--- src/rtl/assert_macros.svh ---
// Assertion macros for the RTL of the cache tag store.
// Both macros expect a clock named i_clk in the enclosing module.
`ifndef ASSERT_MACROS_SVH
`define ASSERT_MACROS_SVH

// Checked only while the block is out of reset.
`define SALWC_ASSERT(lbl, prop, msg) \
    lbl: assert property (@(posedge i_clk) disable iff (!i_rst_n) prop) else $error(msg);

// Checked on every edge, reset included.
`define SALWC_ASSERT_ALWAYS(lbl, prop, msg) \
    lbl: assert property (@(posedge i_clk) prop) else $error(msg);

`endif

--- src/rtl/salwc_pkg.sv ---
// Shared types and constants of the set-associative write-back cache.
// Used by every module of the block; depends on nothing.
package salwc_pkg;

    localparam int SET_COUNT_DEF = 256;
    localparam int WAY_COUNT_DEF = 4;
    localparam int ADDR_W        = 32;
    localparam int CNT_W         = 32;
    localparam int CFG_W         = 4;
    localparam int SET_IDX_W     = 8;   // wide enough for the largest set count
    localparam int REM_W         = 15;  // widest masked index field
    localparam int RED_W         = 24;  // holds the set count shifted by up to 14

    localparam logic OP_READ  = 1'b0;
    localparam logic OP_WRITE = 1'b1;

    localparam logic CFG_INDEX_BITS  = 1'b0;
    localparam logic CFG_OFFSET_BITS = 1'b1;

    localparam logic [CFG_W-1:0] INDEX_BITS_RST  = 4'd6;
    localparam logic [CFG_W-1:0] OFFSET_BITS_RST = 4'd5;

    typedef struct packed {
        logic                 op;
        logic [ADDR_W-1:0]    addr;
        logic [SET_IDX_W-1:0] set;
        logic [ADDR_W-1:0]    tag;
    } t_access;

    typedef enum logic [1:0] {
        F_IDLE,
        F_RED_HI,
        F_RED_LO,
        F_PUSH
    } t_front_state;

    typedef enum logic {
        B_IDLE,
        B_EVAL
    } t_back_state;

endpackage

--- src/rtl/salwc_front.sv ---
// Front end: accepts an access, extracts tag and set index, hands it to the queue.
// Depends on salwc_pkg.
module salwc_front import salwc_pkg::*; #(
    parameter int SET_COUNT = SET_COUNT_DEF
) (
    input  logic             i_clk,
    input  logic             i_rst_n,
    input  logic [CFG_W-1:0] i_set_bits,
    input  logic [CFG_W-1:0] i_offset_bits,
    input  logic             i_valid,
    output logic             o_stall,
    input  logic             i_operation,
    input  logic [ADDR_W-1:0] i_address,
    output logic             o_push,
    output t_access          o_item,
    input  logic             i_full
);

    localparam logic [RED_W-1:0] SET_EXT = RED_W'(SET_COUNT);

    t_front_state r_state, n_state;
    logic             r_op;
    logic [ADDR_W-1:0] r_addr;
    logic [ADDR_W-1:0] r_tag;
    logic [REM_W-1:0]  r_rem, n_rem;

    logic [ADDR_W-1:0] shifted;
    logic [REM_W-1:0]  mask;
    logic [4:0]        tag_shift;
    logic              accept;

    assign o_stall = (r_state != F_IDLE);
    assign accept  = i_valid && (r_state == F_IDLE);

    assign shifted   = i_address >> i_offset_bits;
    assign mask      = REM_W'((16'd1 << i_set_bits) - 16'd1);
    assign tag_shift = 5'(i_set_bits) + 5'(i_offset_bits);

    // Remainder by the set count: shift-and-subtract over bit positions 14 to 7 in F_RED_HI and 6 to 0 in F_RED_LO.
    always_comb begin
        int k;
        logic [RED_W-1:0] acc;
        acc = RED_W'(r_rem);
        for (int j = 0; j < 8; j++) begin
            k = (r_state == F_RED_LO) ? (6 - j) : (14 - j);
            if (k >= 0) begin
                if (acc >= (SET_EXT << k)) begin
                    acc = acc - (SET_EXT << k);
                end
            end
        end
        n_rem = acc[REM_W-1:0];
    end

    always_ff @(posedge i_clk) begin
        if (!i_rst_n) begin
            r_state <= F_IDLE;
        end else begin
            r_state <= n_state;
        end
    end

    always_ff @(posedge i_clk) begin
        if (accept) begin
            r_op   <= i_operation;
            r_addr <= i_address;
            r_tag  <= i_address >> tag_shift;
            r_rem  <= shifted[REM_W-1:0] & mask;
        end else if (r_state == F_RED_HI || r_state == F_RED_LO) begin
            r_rem <= n_rem;
        end
    end

    always_comb begin
        n_state = r_state;
        o_push  = 1'b0;
        case (r_state)
            F_IDLE: begin
                if (i_valid) begin
                    n_state = F_RED_HI;
                end
            end
            F_RED_HI: n_state = F_RED_LO;
            F_RED_LO: n_state = F_PUSH;
            F_PUSH: begin
                if (!i_full) begin
                    o_push  = 1'b1;
                    n_state = F_IDLE;
                end
            end
            default: n_state = F_IDLE;
        endcase
    end

    assign o_item.op   = r_op;
    assign o_item.addr = r_addr;
    assign o_item.set  = r_rem[SET_IDX_W-1:0];
    assign o_item.tag  = r_tag;

endmodule

--- config.mk ---
export PLATFORM = sky130hd
export DESIGN_NAME = salwc_front
export DESIGN_NICKNAME = d
export VERILOG_FILES = /design/src/rtl/assert_macros.svh /design/src/rtl/salwc_pkg.sv /design/src/rtl/salwc_front.sv
export SDC_FILE = /design/constraint.sdc
export NUM_CORES = 1
export LEC_CHECK = 0
export ABC_AREA = 1
export ABC_CLOCK_PERIOD_IN_PS = 4700
export BUFFER_PORTS_ARGS = -buffer_cell sky130_fd_sc_hd__buf_4
export CAP_MARGIN = 40
export CORE_ASPECT_RATIO = 1.5
export CORE_UTILIZATION = 54
export CTS_BUF_LIST = sky130_fd_sc_hd__clkbuf_16
export DETAILED_ROUTE_END_ITERATION = 6
export PLACE_DENSITY = 0.93
export SYNTH_ARGS = -nofsm -noshare
export SYNTH_HDL_FRONTEND = slang
export SYNTH_SLANG_ARGS = --single-unit
export TNS_END_PERCENT = 10
--- constraint.sdc ---
create_clock -name i_clk -period 4.7 [get_ports i_clk]
set_input_delay 0.235 -clock i_clk [delete_from_list [all_inputs] [get_ports i_clk]]
set_output_delay 0.235 -clock i_clk [all_outputs]
set_load 0.02 [all_outputs]
==> results.sh <==
export IMPL_most_frequent_cell_on_critical_path="sky130_fd_sc_hd__o21ai_0"
export IMPL_drt_iter0_markers=365
export IMPL_max_cap_violations=0
export IMPL_drc_errors=0
export IMPL_post_dr_wirelength_cell_um=15.6
export IMPL_dp_hpwl_mm=9.93
export IMPL_clock_sink_count=75
export IMPL_syn_inst=622
export IMPL_ioPinCount=120
export IMPL_vdd_ir_drop_worst_uv=341
export IMPL_finalSetupViolations=0
export IMPL_met2RoutedLength_mm=6.86
export IMPL_path_cells="buf_4 > ha_1 > fa_1 > inv_1 > o21ai_0 > mux2i_1 > o21ai_0 > o21ai_0"
export IMPL_final_area_mm2=0.00605
export IMPL_max_clock_path_buffers=2
export IMPL_clock_tree_root_cell="sky130_fd_sc_hd__clkbuf_16"
export IMPL_cts_inserted_buffers=9
export IMPL_die_height_um=119
export IMPL_post_cts_resize_count=0
export IMPL_period_minus_slack_ps=3420
export IMPL_min_path_type="input pin to flip-flop"
export IMPL_critical_path_required_ps=4770
export IMPL_wire_length_of_the_first_global_routing_pass_mm=20.7
export IMPL_detailedRoute_firstPassIterationCount=6
export IMPL_worst_slew_pin_slew_ps=913
export IMPL_syn_num_nets=677
export IMPL_final_setup_skew_ps=4.04
export IMPL_path_class="input pin to flip-flop"
export IMPL_antenna_diode_count=0
export IMPL_timing_final_hold_violations=0
export IMPL_maxSlewHeadroom_pct=39.1
export IMPL_powerDensity_mw_per_mm2=480
export IMPL_drive_above_1_share_pct=20.1
export IMPL_layout_cells_most_common="sky130_fd_sc_hd__nand2_1"
export IMPL_grt_antenna_before_repair=0
export IMPL_slowest_delay_ps=1000
export IMPL_cts_hold_repair_buffers=0
export IMPL_die_width_um=80.1
export IMPL_critical_path_max_fanout=41
export IMPL_ant_nets=0
export IMPL_cts_repair_timing_setup_buffer_count=0
export IMPL_placement_rows=42
export IMPL_grt_max_degree=42
export IMPL_ys_seq_elements=75
export IMPL_design_final_nets=760
export IMPL_p_leak_nw=2.74
export IMPL_postSynthAreaPerCell_um2=7.94
export IMPL_top_layer="met4"
export IMPL_coreArea_mm2=0.00883
export IMPL_achievable_frequency_mhz=292
export IMPL_seq_area_frac_synth_pct=45.2
export IMPL_place_worst_setup_slack_ps=1020
export IMPL_route_detailed_vias_per_inst=5.64
export IMPL_htree_levels=3
export IMPL_post_dp_cell_area_mm2=0.00579
export IMPL_io_buffers=119
export IMPL_slew_violations=0
export IMPL_layout_filler_cells=723
export IMPL_met3_length_um=740
export IMPL_layout_worst_path_cycle_share_pct=72.8
export IMPL_top_library_cells_by_usage_in_the_layout_fill_and_taps_aside="sky130_fd_sc_hd__nand2_1, sky130_fd_sc_hd__o21ai_0, sky130_fd_sc_hd__buf_4"
export IMPL_overflow=0
export IMPL_rsz0062_at_grt="no"
export IMPL_route_final_wire_length_mm=12.8
export IMPL_worst_slack_ps=1280
export IMPL_fin_setup_tns_ps=0
export IMPL_areaGrowthSynthToFinish_pct=22.5
export IMPL_end_kind="flip-flop"
export IMPL_wirelength_met1_mm=4.43
export IMPL_final_hold_worst_slack_ps=71.3
export IMPL_synthesized_cell_area_mm2=0.00494
export IMPL_place_gp_congestion=0.953
export IMPL_grt_pass1_vias=4392
export IMPL_clk_latency_ps=340
export IMPL_cts_tree="built"
export IMPL_start_kind="input pin"
export IMPL_globalRouteTotalUtil_pct=28.6
export IMPL_synthDistinctLibCells=31
export IMPL_vias=4627
export IMPL_cts_clk_slew_worst_paths_ps=50
export IMPL_cpMaxStageDelayCell="sky130_fd_sc_hd__fa_1"
export IMPL_worstPathArrival_ps=3490
export IMPL_outcome="complete, no violations"
export IMPL_initial_utilization_pct=55.9
export IMPL_synth_warnings=0
export IMPL_design_die_area_mm2=0.00953
sequential cells by signal, summed over array words and instances (netlist names):
name     cells
r_addr      32
r_tag       32
r_rem        8
r_state      2
r_op         1
report_power, final:
part | switching (mW) | internal [mW]
sequential | 0.0641 | 1.01
clock | 0.259 | 0.349
combinational | 0.789 | 0.433
layer usage:
layer  global-route usage, %  vias to the layer above
met3                    6.36                       56
met1                    29.1                     2098
met2                    51.9                      217
met5                       0                        -
li1                        -                     2256
met4                    16.5                        0
through the flow:
step	std cells	power, mW	util (%)
after global routing	820	3.07	68.5
after floorplan	622	1.88	-
final	820	2.90	68.5
after CTS	820	2.91	68.5
after global placement	804	2.26	65.5
after detailed placement	804	2.30	65.5
synth_stat cells:
cell | count | area [um^2]
sky130_fd_sc_hd__nand2_1 | 161 | 604
sky130_fd_sc_hd__o21ai_0 | 124 | 621
sky130_fd_sc_hd__edfxtp_1 | 73 | 2190
sky130_fd_sc_hd__inv_1 | 58 | 218
sky130_fd_sc_hd__clkbuf_1 | 36 | 135
sky130_fd_sc_hd__nor2_1 | 36 | 135
sky130_fd_sc_hd__mux2i_1 | 32 | 320
sky130_fd_sc_hd__nand3_1 | 23 | 115
sky130_fd_sc_hd__a21oi_1 | 19 | 95.1
sky130_fd_sc_hd__buf_4 | 10 | 75.1
sky130_fd_sc_hd__ha_1 | 9 | 113
sky130_fd_sc_hd__buf_1 | 5 | 18.8
sky130_fd_sc_hd__o211ai_1 | 5 | 37.5
sky130_fd_sc_hd__a211oi_1 | 3 | 22.5
sky130_fd_sc_hd__a31oi_1 | 3 | 18.8
sky130_fd_sc_hd__clkinv_1 | 3 | 11.3
sky130_fd_sc_hd__or2_2 | 3 | 18.8
sky130_fd_sc_hd__xor2_1 | 3 | 26.3
sky130_fd_sc_hd__a22o_1 | 2 | 17.5
sky130_fd_sc_hd__dfxtp_1 | 2 | 40.0
sky130_fd_sc_hd__o31ai_1 | 2 | 15.0
sky130_fd_sc_hd__a221oi_1 | 1 | 8.76
sky130_fd_sc_hd__buf_2 | 1 | 5.00
sky130_fd_sc_hd__fa_1 | 1 | 20.0
sky130_fd_sc_hd__inv_2 | 1 | 3.75
sky130_fd_sc_hd__nor3_1 | 1 | 5.00
sky130_fd_sc_hd__o2111ai_1 | 1 | 8.76
sky130_fd_sc_hd__o21bai_1 | 1 | 7.51
sky130_fd_sc_hd__o221ai_1 | 1 | 8.76
sky130_fd_sc_hd__o311a_1 | 1 | 10.0
sky130_fd_sc_hd__o41ai_1 | 1 | 8.76
final cells by class:
type	count	area (um^2)	area share (%)
Multi-Input combinational cell	433	2250	37.2
Clock inverter	7	36.3	0.600
Inverter	62	233	3.85
Sequential cell	75	2230	36.9
Clock buffer	9	225	3.72
Tap cell	110	138	2.28
Timing Repair Buffer	124	931	15.4
logic make-up (layout without fill, tap and decap cells):
| group | after synthesis | after routing | synth area share [%] |
|---|---|---|---|
| mux | 32 | 32 | 6.49 |
| simple gates | 224 | 224 | 17.8 |
| buf+inv | 114 | 202 | 9.45 |
| xor+xnor | 3 | 3 | 0.532 |
| fa+ha+maj | 10 | 10 | 2.69 |
| flops | 75 | 75 | 45.2 |
| compound gates | 164 | 164 | 17.8 |
critical path, delay by kind of cell:
family / cells / cell delay, ps
adder cells (fa/ha/maj): 2 / 1260
AO/OA/AOI/OAI: 3 / 950
buffers and inverters: 2 / 870
multiplexers: 1 / 170
final timing paths:
check / from / to / slack [ps] / depth (start not counted)
max: i_offset_bits[0] / r_tag[0] / 1280 / 8
min: i_operation / r_op / 70 / 1
max reg2reg: r_state[0] / r_addr[11] / 2290 / 5
min reg2reg: r_state[1] / r_state[1] / 550 / 2
Note: power is estimated with default switching activity, not from simulation.
