==> src/rtl/assert_macros.svh <==
// Assertion macros for the RTL of the cache tag store.
// Both macros expect a clock named i_clk in the enclosing module.
`ifndef ASSERT_MACROS_SVH
`define ASSERT_MACROS_SVH

// Checked only while the block is out of reset.
`define SALWC_ASSERT(lbl, prop, msg) \
    lbl: assert property (@(posedge i_clk) disable iff (!i_rst_n) prop) else $error(msg);

// Checked on every edge, reset included.
`define SALWC_ASSERT_ALWAYS(lbl, prop, msg) \
    lbl: assert property (@(posedge i_clk) prop) else $error(msg);

`endif

==> src/rtl/salwc_pkg.sv <==
// Shared types and constants of the set-associative write-back cache.
// Used by every module of the block; depends on nothing.
package salwc_pkg;

    localparam int SET_COUNT_DEF = 256;
    localparam int WAY_COUNT_DEF = 4;
    localparam int ADDR_W        = 32;
    localparam int CNT_W         = 32;
    localparam int CFG_W         = 4;
    localparam int SET_IDX_W     = 8;   // wide enough for the largest set count
    localparam int REM_W         = 15;  // widest masked index field
    localparam int RED_W         = 24;  // holds the set count shifted by up to 14

    localparam logic OP_READ  = 1'b0;
    localparam logic OP_WRITE = 1'b1;

    localparam logic CFG_INDEX_BITS  = 1'b0;
    localparam logic CFG_OFFSET_BITS = 1'b1;

    localparam logic [CFG_W-1:0] INDEX_BITS_RST  = 4'd6;
    localparam logic [CFG_W-1:0] OFFSET_BITS_RST = 4'd5;

    typedef struct packed {
        logic                 op;
        logic [ADDR_W-1:0]    addr;
        logic [SET_IDX_W-1:0] set;
        logic [ADDR_W-1:0]    tag;
    } t_access;

    typedef enum logic [1:0] {
        F_IDLE,
        F_RED_HI,
        F_RED_LO,
        F_PUSH
    } t_front_state;

    typedef enum logic {
        B_IDLE,
        B_EVAL
    } t_back_state;

endpackage

==> src/rtl/salwc_queue.sv <==
// Two-entry queue of classified accesses between the front and back ends.
// Depends on salwc_pkg.
module salwc_queue import salwc_pkg::*; (
    input  logic    i_clk,
    input  logic    i_rst_n,
    input  logic    i_push,
    input  t_access i_item,
    output logic    o_full,
    input  logic    i_pop,
    output logic    o_empty,
    output t_access o_head
);

    t_access    r_slot [2];
    logic       r_wr_ptr;
    logic       r_rd_ptr;
    logic [1:0] r_count;

    assign o_full  = (r_count == 2'd2);
    assign o_empty = (r_count == 2'd0);
    assign o_head  = r_slot[r_rd_ptr];

    always_ff @(posedge i_clk) begin
        if (!i_rst_n) begin
            r_wr_ptr <= 1'b0;
            r_rd_ptr <= 1'b0;
            r_count  <= 2'd0;
        end else begin
            if (i_push) begin
                r_wr_ptr <= ~r_wr_ptr;
            end
            if (i_pop) begin
                r_rd_ptr <= ~r_rd_ptr;
            end
            if (i_push && !i_pop) begin
                r_count <= r_count + 2'd1;
            end else if (i_pop && !i_push) begin
                r_count <= r_count - 2'd1;
            end
        end
    end

    always_ff @(posedge i_clk) begin
        if (i_push) begin
            r_slot[r_wr_ptr] <= i_item;
        end
    end

endmodule

==> config.mk <==
export PLATFORM = sky130hd
export DESIGN_NAME = salwc_queue
export DESIGN_NICKNAME = d
export VERILOG_FILES = /design/src/rtl/assert_macros.svh /design/src/rtl/salwc_pkg.sv /design/src/rtl/salwc_queue.sv
export SDC_FILE = /design/constraint.sdc
export NUM_CORES = 1
export LEC_CHECK = 0
export BUFFER_PORTS_ARGS = -buffer_cell sky130_fd_sc_hd__buf_4
export CORE_UTILIZATION = 35
export CTS_CLUSTER_SIZE = 16
export DETAILED_ROUTE_END_ITERATION = 7
export GPL_TIMING_DRIVEN = 0
export MAX_ROUTING_LAYER = met4
export PLACE_DENSITY = 0.66
export SLEW_MARGIN = 20
export SYNTH_ARGS = -nofsm -noshare
export SYNTH_HDL_FRONTEND = slang
export SYNTH_SLANG_ARGS = --single-unit
==> constraint.sdc <==
create_clock -name i_clk -period 4.9 [get_ports i_clk]
set_input_delay 0.49 -clock i_clk [delete_from_list [all_inputs] [get_ports i_clk]]
set_output_delay 0.49 -clock i_clk [all_outputs]
set_load 0.02 [all_outputs]
==> results by group, run 1 <==
Status
  – Outcome: complete, no violations

Clock tree
  – Hold-fix buffers, CTS: 0
  – H-tree depth: 4
  – CTS Sinks: 151
  – CTS Root Cell: clkbuf_16
  – Longest Clk Path Bufs: 2
  – Post_cts resized: 0
  – Post CTS Setup Buffer Count: 0
  – Clock Pin Slew Worst Setup and Hold Paths: 60 ps
  – CTS tree: done
  – CTS Buf Count: 17
  – Worst-skew pair later-pin latency: 410 ps

Global routing
  – Met2 usage: 22.1%
  – First-pass GRT wire length: about 16000 um
  – GR Util met1: approximately 15%
  – Vias in the first global route: ~3200
  – GR Layer Usage met3: 4.94%
  – GRT Max-Usage Layer: met2
  – Largest net degree at the start of global routing: 44
  – Initial antenna violation count: 0
  – Grt ovf: 0
  – GRT Resource Usage Total: 13.8%

Floorplan
  – Die Span X: roughly 130 um
  – FP Rows: 45
  – Boundary Pins: ~150
  – Starting Density: 36.1%
  – Die area: about 16000 sq um
  – Die Span Y: 127 um
  – Core area: 15300 sq um

Setup path
  – R2r worst-path depth: 2
  – Worst r2r dst: r_slot[1][54]$_DFFE_PP_
  – Critical path type: reg2out
  – FF-to-FF setup slack: 3380 ps
  – Critical path startpoint category: register
  – Critical path peak fanout: 10
  – Critical Path End Type: output port
  – Worst R2R Start: r_wr_ptr$_SDFFE_PN0P_
  – CP arrival: 1670 ps
  – CP required: 4410 ps

STA
  – Fmax: ~0.46 GHz
  – Max Slew Vio Count: 0
  – Period utilization: 44.0%
  – Post-layout min period: ~2200 ps
  – Final Hold Fails: 0
  – Worst-Margin Slew: 488 ps
  – RSZ-0062 raised after global routing: no
  – Setup violators final: 0
  – Slew HR: 67.4%
  – Setup Skew: 5.54 ps

Routing
  – Pre-Repair DR Iteration Count: 4
  – Routed len/inst: ~16 um
  – DRT iter0 DRCs: 111
  – Post-DR vias/cell: 4.39
  – Post-route DRC: 0
  – Via count: 2840
  – Post-route ant nets: 0
  – Routed Wire Length: 10000 um

Place
  – DP HPWL: 6680 um
  – Placed Area: 7020 sq um
  – Routability cong.: about 0.66
  – # port buffers: 151

Synthesis
  – Syn nets: 327
  – Sequential cell area fraction in the yosys report: 81.4%
  – Gate Count Post-Synth: between 200 and 250
  – Netlist cell types: 17
  – Syn avg cell area: 22.1 sq um
  – Ranking of synthesized cells by area: edfxtp_1 80%, mux2_2 15%, dfxtp_1 1.8%, buf_6 1.4%, and2_1 0.45%
  – Mapped Area: 5510 sq um
  – Top cell type's share of synthesized area: 79.5%
  – Cell taking the most area after synthesis: edfxtp_1
  – Yosys Warn Count: 0
  – Flops & latches, synth: approximately 150

Layout
  – Area Overhead vs Synth: 38.8%
  – Fillcell total: 1277
  – Final Net Count: 501
  – Share of cells above drive strength 1: 61.7%
  – Commonest non-fill, non-tap cell in the layout: buf_4
  – Commonest cells after routing, fill and taps aside: 152 x buf_4, 146 x edfxtp_1, 73 x mux2_2
  – Design Area, Final: 7650 sq um
  – N_diodes: 0

Power and ir drop
  – P_sw: 730 uW
  – Pwr Total: 3280 uW
  – Leak pwr: 0.00287 uW
  – Switching Share: 22.2%
  – Comb pwr share: 12.7%
  – Maximum VDD drop: 0.212 mV
  – P per Cell Area: 429 nW/um^2
  – Sequential Power Share: 45.9%
  – Clock share of power: 41.5%
  – Cell Int Power: 2550 uW

Worst hold path
  – Min-Delay Startpoint: i_item[18]
  – Worst Hold Class: in2reg
  – Worst hold path endpoint: r_slot[0][18]$_DFFE_PP_
  – Hold path cells: 1

Job
  – Max Cap Violations: 0
[through the flow]
step | std cells | util [%] | setup slack (ps) | setup TNS, ps | hold WS [ps]
global placement | 611 | 45.3 | -1460 | -107460 | 487
global route | 647 | 50.1 | 2640 | 0 | 223
finish | 647 | 50.1 | 2740 | 0 | 254
detailed placement | 615 | 46.0 | 3090 | 0 | 519
floorplan | 249 | - | 666 | 0 | 466
CTS | 647 | 50.1 | 2670 | 0 | 229
[cell usage after synthesis]
master,count
edfxtp_1,146
nor2_1,1
and2b_2,1
xor2_1,2
buf_4,1
xnor2_1,1
nor2b_1,2
dfxtp_1,5
o21a_1,1
mux2_2,73
buf_6,7
inv_1,1
or3_1,1
ha_1,1
a21boi_1,1
and2_1,4
o21ai_0,1
[sequential cells by signal (all words and copies together), names as in the netlist, named ones only]
name      count
r_slot      146
r_rd_ptr      1
r_wr_ptr      1
r_count       2
[kinds of logic (layout without fill, tap and decap cells)]
family                     Yosys count  after routing  synth area share [%]
adders and majority gates            1              1                 0.227
and+or+nand+nor                      9              9                  1.02
xor gates and xnor gates             3              3                 0.477
buffers and inverters                9            196                  1.63
muxes                               73             73                  14.9
DFF                                151            151                  81.4
AOI/OAI and AO/OA                    3              3                 0.363
[cell type report]
class	count	area [sq um]	area share (%)
flip-flops and latches	151	4480	58.6
repair buffers	155	1240	16.2
multi-input cells	89	947	12.4
clock buffers	17	425	5.56
well taps	211	264	3.45
clock inverters	15	200	2.62
plain buffers	8	86.3	1.13
inverters	1	3.75	0.0491
[worst max-delay path, cell delays in order (launching register included)]
cell and delay, ps:
dfxtp_1 300, buf_4 230, buf_6 200, mux2_2 350, buf_4 160
[metal layers]
metal | wire (um) | vias up
li1 | - | 1335
met1 | 4190 | 1397
met2 | 5130 | 91
met3 | 528 | 17
met4 | 188 | 0
met5 | 0 | -
[power by group through the flow]
stage	registers [uW]	logic (uW)	clock network [uW]
2_1_floorplan	1540	225	0
3_3_place_gp	1540	403	0
3_5_place_dp	1530	424	0
4_1_cts	1510	425	1400
5_1_grt	1510	445	1450
6_report	1510	416	1360
[how the worst max path moves through the flow]
| stage | start | to | slack, ps | cells after the start |
|---|---|---|---|---|
| 6_report | register | o_head[29] | 2740 | 4 |
| 3_3_place_gp | i_push | r_slot[0][6]$_DFFE_PP_ | -1460 | 2 |
| 5_1_grt | register | o_head[29] | 2640 | 4 |
| 3_5_place_dp | i_push | r_slot[0][3]$_DFFE_PP_ | 3090 | 4 |
| 2_1_floorplan | i_push | r_slot[0][0]$_DFFE_PP_ | 670 | 1 |
| 4_1_cts | register | o_head[29] | 2670 | 4 |
No activity file was read; power rests on OpenSTA's default activity.
==> run 2: changes to the inputs <==
--- a/config.mk
+++ b/config.mk
@@ -5,6 +5,7 @@
 export SDC_FILE = /design/constraint.sdc
 export NUM_CORES = 1
 export LEC_CHECK = 0
+export ABC_AREA = 1
 export BUFFER_PORTS_ARGS = -buffer_cell sky130_fd_sc_hd__buf_4
 export CORE_UTILIZATION = 35
 export CTS_CLUSTER_SIZE = 16
==> constraint.sdc (replaced) <==
create_clock -name i_clk -period 2 [get_ports i_clk]
set_input_delay 0.2 -clock i_clk [delete_from_list [all_inputs] [get_ports i_clk]]
set_output_delay 0.2 -clock i_clk [all_outputs]
set_load 0.02 [all_outputs]
==> run 2 against run 1 <==
Net effect: sequential power increased by 150%; clock skew about the same; clock power rose by 110%; total power increased by 130%; via count increased by 11%; critical path type unchanged.
==> results by group, run 2 <==
Status
  – Outcome: complete, no violations

Clock tree
  – Worst-skew pair later-pin latency: 410 ps (about the same)
  – CTS Sinks: 151 (unchanged)
  – CTS Buf Count: 17 (unchanged)
  – H-tree depth: 4 (unchanged)
  – CTS tree: done
  – CTS Root Cell: clkbuf_16
  – Clock Pin Slew Worst Setup and Hold Paths: 50 ps (about the same)
  – Longest Clk Path Bufs: 2 (unchanged)
  – Post_cts resized: 0 (unchanged)

Power and ir drop
  – Leak pwr: 0.00343 uW (+20%)
  – Maximum VDD drop: 0.553 mV (+160%)
  – P per Cell Area: 892 nW/um^2 (+110%)

Synthesis
  – FFs w/ async S/R, synth: 0% (unchanged)
  – Post-synthesis mux area share: 18.5% (+3.6 points)
  – Syn avg cell area: 22.3 sq um (+0.84%)
  – Gate Count Post-Synth: 262 (+5.2%)
  – Synth Area in Compound Gates: 0.171% (-0.19 points)
  – Top cell type's share of synthesized area: 75.0% (-4.6 points)
  – XOR/XNOR Fraction of Synth Area: 0% (-0.48 points)
  – Syn nets: 340 (+4.0%)
  – Cell taking the most area after synthesis: edfxtp_1
  – Ranking of synthesized cells by area: edfxtp_1 75%, mux2_4 18%, buf_12 2.4%, dfxtp_1 1.7%, nor2_1 0.58%
  – Dominant synthesized flop cell: edfxtp_1
  – Area share of fa/ha/maj cells after synthesis: 0.214% (-0.013 points)
  – Synth top cells by count: 146 x edfxtp_1, 70 x mux2_4, 9 x nor2_1, 8 x inv_1, 8 x nand2_1
  – Largest family of logic cells by synthesized area: multiplexers
  – Sequential cell area fraction in the yosys report: 76.7% (-4.7 points)
  – Netlist cell types: 14 (-3)
  – Mapped Area: 5850 sq um (+6.1%)
  – Yosys Warn Count: 0 (unchanged)
  – Flops & latches, synth: 151 (unchanged)
  – Post-synth EDFFs: 146 (unchanged)
  – Simple-gate share of the synthesized area: 1.28% (+0.26 points)
  – Cell with the most instances after synthesis: edfxtp_1

Floorplan
  – Die Span X: 131 um (+3.0%)
  – Boundary Pins: 152 (unchanged)
  – Die Span Y: 131 um (+3.0%)
  – FP Rows: 46 (+2.2%)
  – Core area: 16100 sq um (+5.6%)
  – Die area: 17200 sq um (+6.0%)
  – Starting Density: 36.3% (+0.17 points)

STA
  – Post-layout min period: about 1800 ps
  – Hold WS: 41.6 ps (-212 ps)
  – Setup Skew: 5.40 ps (-0.144 ps)
  – Slew HR: 72.8% (+5.4 points)
  – Max Slew Vio Count: 0 (unchanged)
  – Worst-Margin Slew: 406 ps (-81.5 ps)
  – Fmax: approximately 0.55 GHz
  – RSZ-0062 raised after global routing: no
  – Final Hold Fails: 0 (unchanged)
  – Period utilization: 90.8%
  – Setup violators final: 0 (unchanged)
  – Setup WS post-layout: 183 ps (-2560 ps)

Routing
  – Routed Wire Length: 11000 um (+9.7%)
  – Routed len/inst: 14.9 um (-3.8%)
  – DRT iter0 DRCs: 135 (+22%)
  – Post-route ant nets: 0 (unchanged)
  – Post-DR vias/cell: 4.29 (-2.3%)
  – Pre-Repair DR Iteration Count: 4 (unchanged)
  – Post-route DRC: 0 (unchanged)
  – Via count: 3166 (+11%)

Setup path
  – Critical path peak fanout: 10 (unchanged)
  – CP arrival: 1620 ps (-50 ps)
  – Critical path startpoint category: register
  – Crit path largest cell delay: 320 ps (-30 ps)
  – Critical path type: reg2out
  – Critical-path cell list: buf_6 > buf_12 > mux2_4 > buf_4
  – Worst path slowest cell: dfxtp_1
  – Critical Path End Type: output port
  – CP required: 1800 ps (-2610 ps)

Global routing
  – Largest net degree at the start of global routing: 31 (-30%)
  – GRT Resource Usage Total: 13.8% (about the same)
  – Initial antenna violation count: 0 (unchanged)
  – Grt ovf: 0 (unchanged)
  – Vias in the first global route: 3452 (+9.3%)
  – First-pass GRT wire length: 17400 um (+9.7%)

Place
  – Place WS: 518 ps (-2570 ps)
  – Placed cell count: 634 (+3.1%)
  – Routability cong.: 0.712 (+8.6%)
  – # port buffers: 151 (unchanged)
  – DP HPWL: 7140 um (+6.8%)

Layout
  – Largest Register: r_slot
  – Max reg flops: 146 (unchanged)
  – Commonest non-fill, non-tap cell in the layout: buf_4
  – Final Net Count: 588 (+17%)
  – Share of cells above drive strength 1: 50.4% (-11 points)
  – Commonest cells after routing, fill and taps aside: 151 x buf_4, 146 x edfxtp_1, 73 x dlygate4sd3_1
  – Biggest regs: r_slot: 146 flops, r_count: 2 flops
  – Area Overhead vs Synth: 47.4%
  – N_diodes: 0 (unchanged)
  – Fin cells: 738 (+14%)

Job
  – Max Cap Violations: 0 (unchanged)

Worst hold path
  – Worst Hold Class: in2reg
-- run 2: logic make-up after synthesis --
| group | Yosys count |
|---|---|
| simple gates | 19 |
| compound gates | 2 |
| fa+ha+maj | 1 |
| flops | 151 |
| mux | 73 |
| buf+inv | 16 |
-- run 2: layout make-up --
type | instances | area [sq um]
multi-input cells | 95 | 1190
repair buffers | 229 | 1970
clock buffers | 19 | 433
well taps | 216 | 270
inverters | 8 | 33.8
clock inverters | 12 | 87.6
flip-flops and latches | 151 | 4480
fillers | 1306 | 7490
plain buffers | 8 | 151
-- run 2: what timing repair did --
item	CTS	global route
setup buffers	0	0
hold buffers	73	0
hold endpoints to repair	146	0
-- run 2: path summary, 6_finish.rpt --
path / startpoint / slack, ps / endpoint / cells past startpoint
worst max-delay path: register / 180 / o_head[68] / 4
worst min-delay path: i_pop / 40 / register / 3
worst max register to register: r_wr_ptr$_SDFFE_PN0P_ / 550 / r_slot[1][57]$_DFFE_PP_ / 3
worst min register to register: r_rd_ptr$_SDFFE_PN0P_ / 510 / register / 2
-- run 2: metrics by stage --
| stage | setup TNS, ps | power, uW | instance area (sq um) | utilization (%) |
|---|---|---|---|---|
| floorplan | 0 | 4360 | 5860 | - |
| global placement | -70380 | 4770 | 7260 | 45.1 |
| detailed placement | 0 | 4820 | 7370 | 45.7 |
| CTS | 0 | 7770 | 8620 | 53.5 |
| global route | 0 | 7980 | 8620 | 53.5 |
| finish | 0 | 7690 | 8620 | 53.5 |
-- run 2: per-layer routing --
layer / GRT usage, % / share of wire (%) / vias up
li1: - / - / 1507
met1: 15.0 / 42 / 1536
met2: 23.4 / 52 / 110
met3: 4.59 / 5.2 / 13
met4: 5.04 / 1.1 / 0
met5: - / 0 / -
-- run 2: power by group --
part / total, uW / switching, uW / internal, uW
clock: 2840 / 1160 / 1670
sequential: 3700 / 43.3 / 3660
combinational: 1150 / 514 / 638
total: 7690 / 1720 / 5970
-- run 2: worst max-delay path, delay by kind of cell, from the launching register on --
family | cells | cell delay (ps)
mux | 1 | 310
flops | 1 | 320
buf+inv | 3 | 570
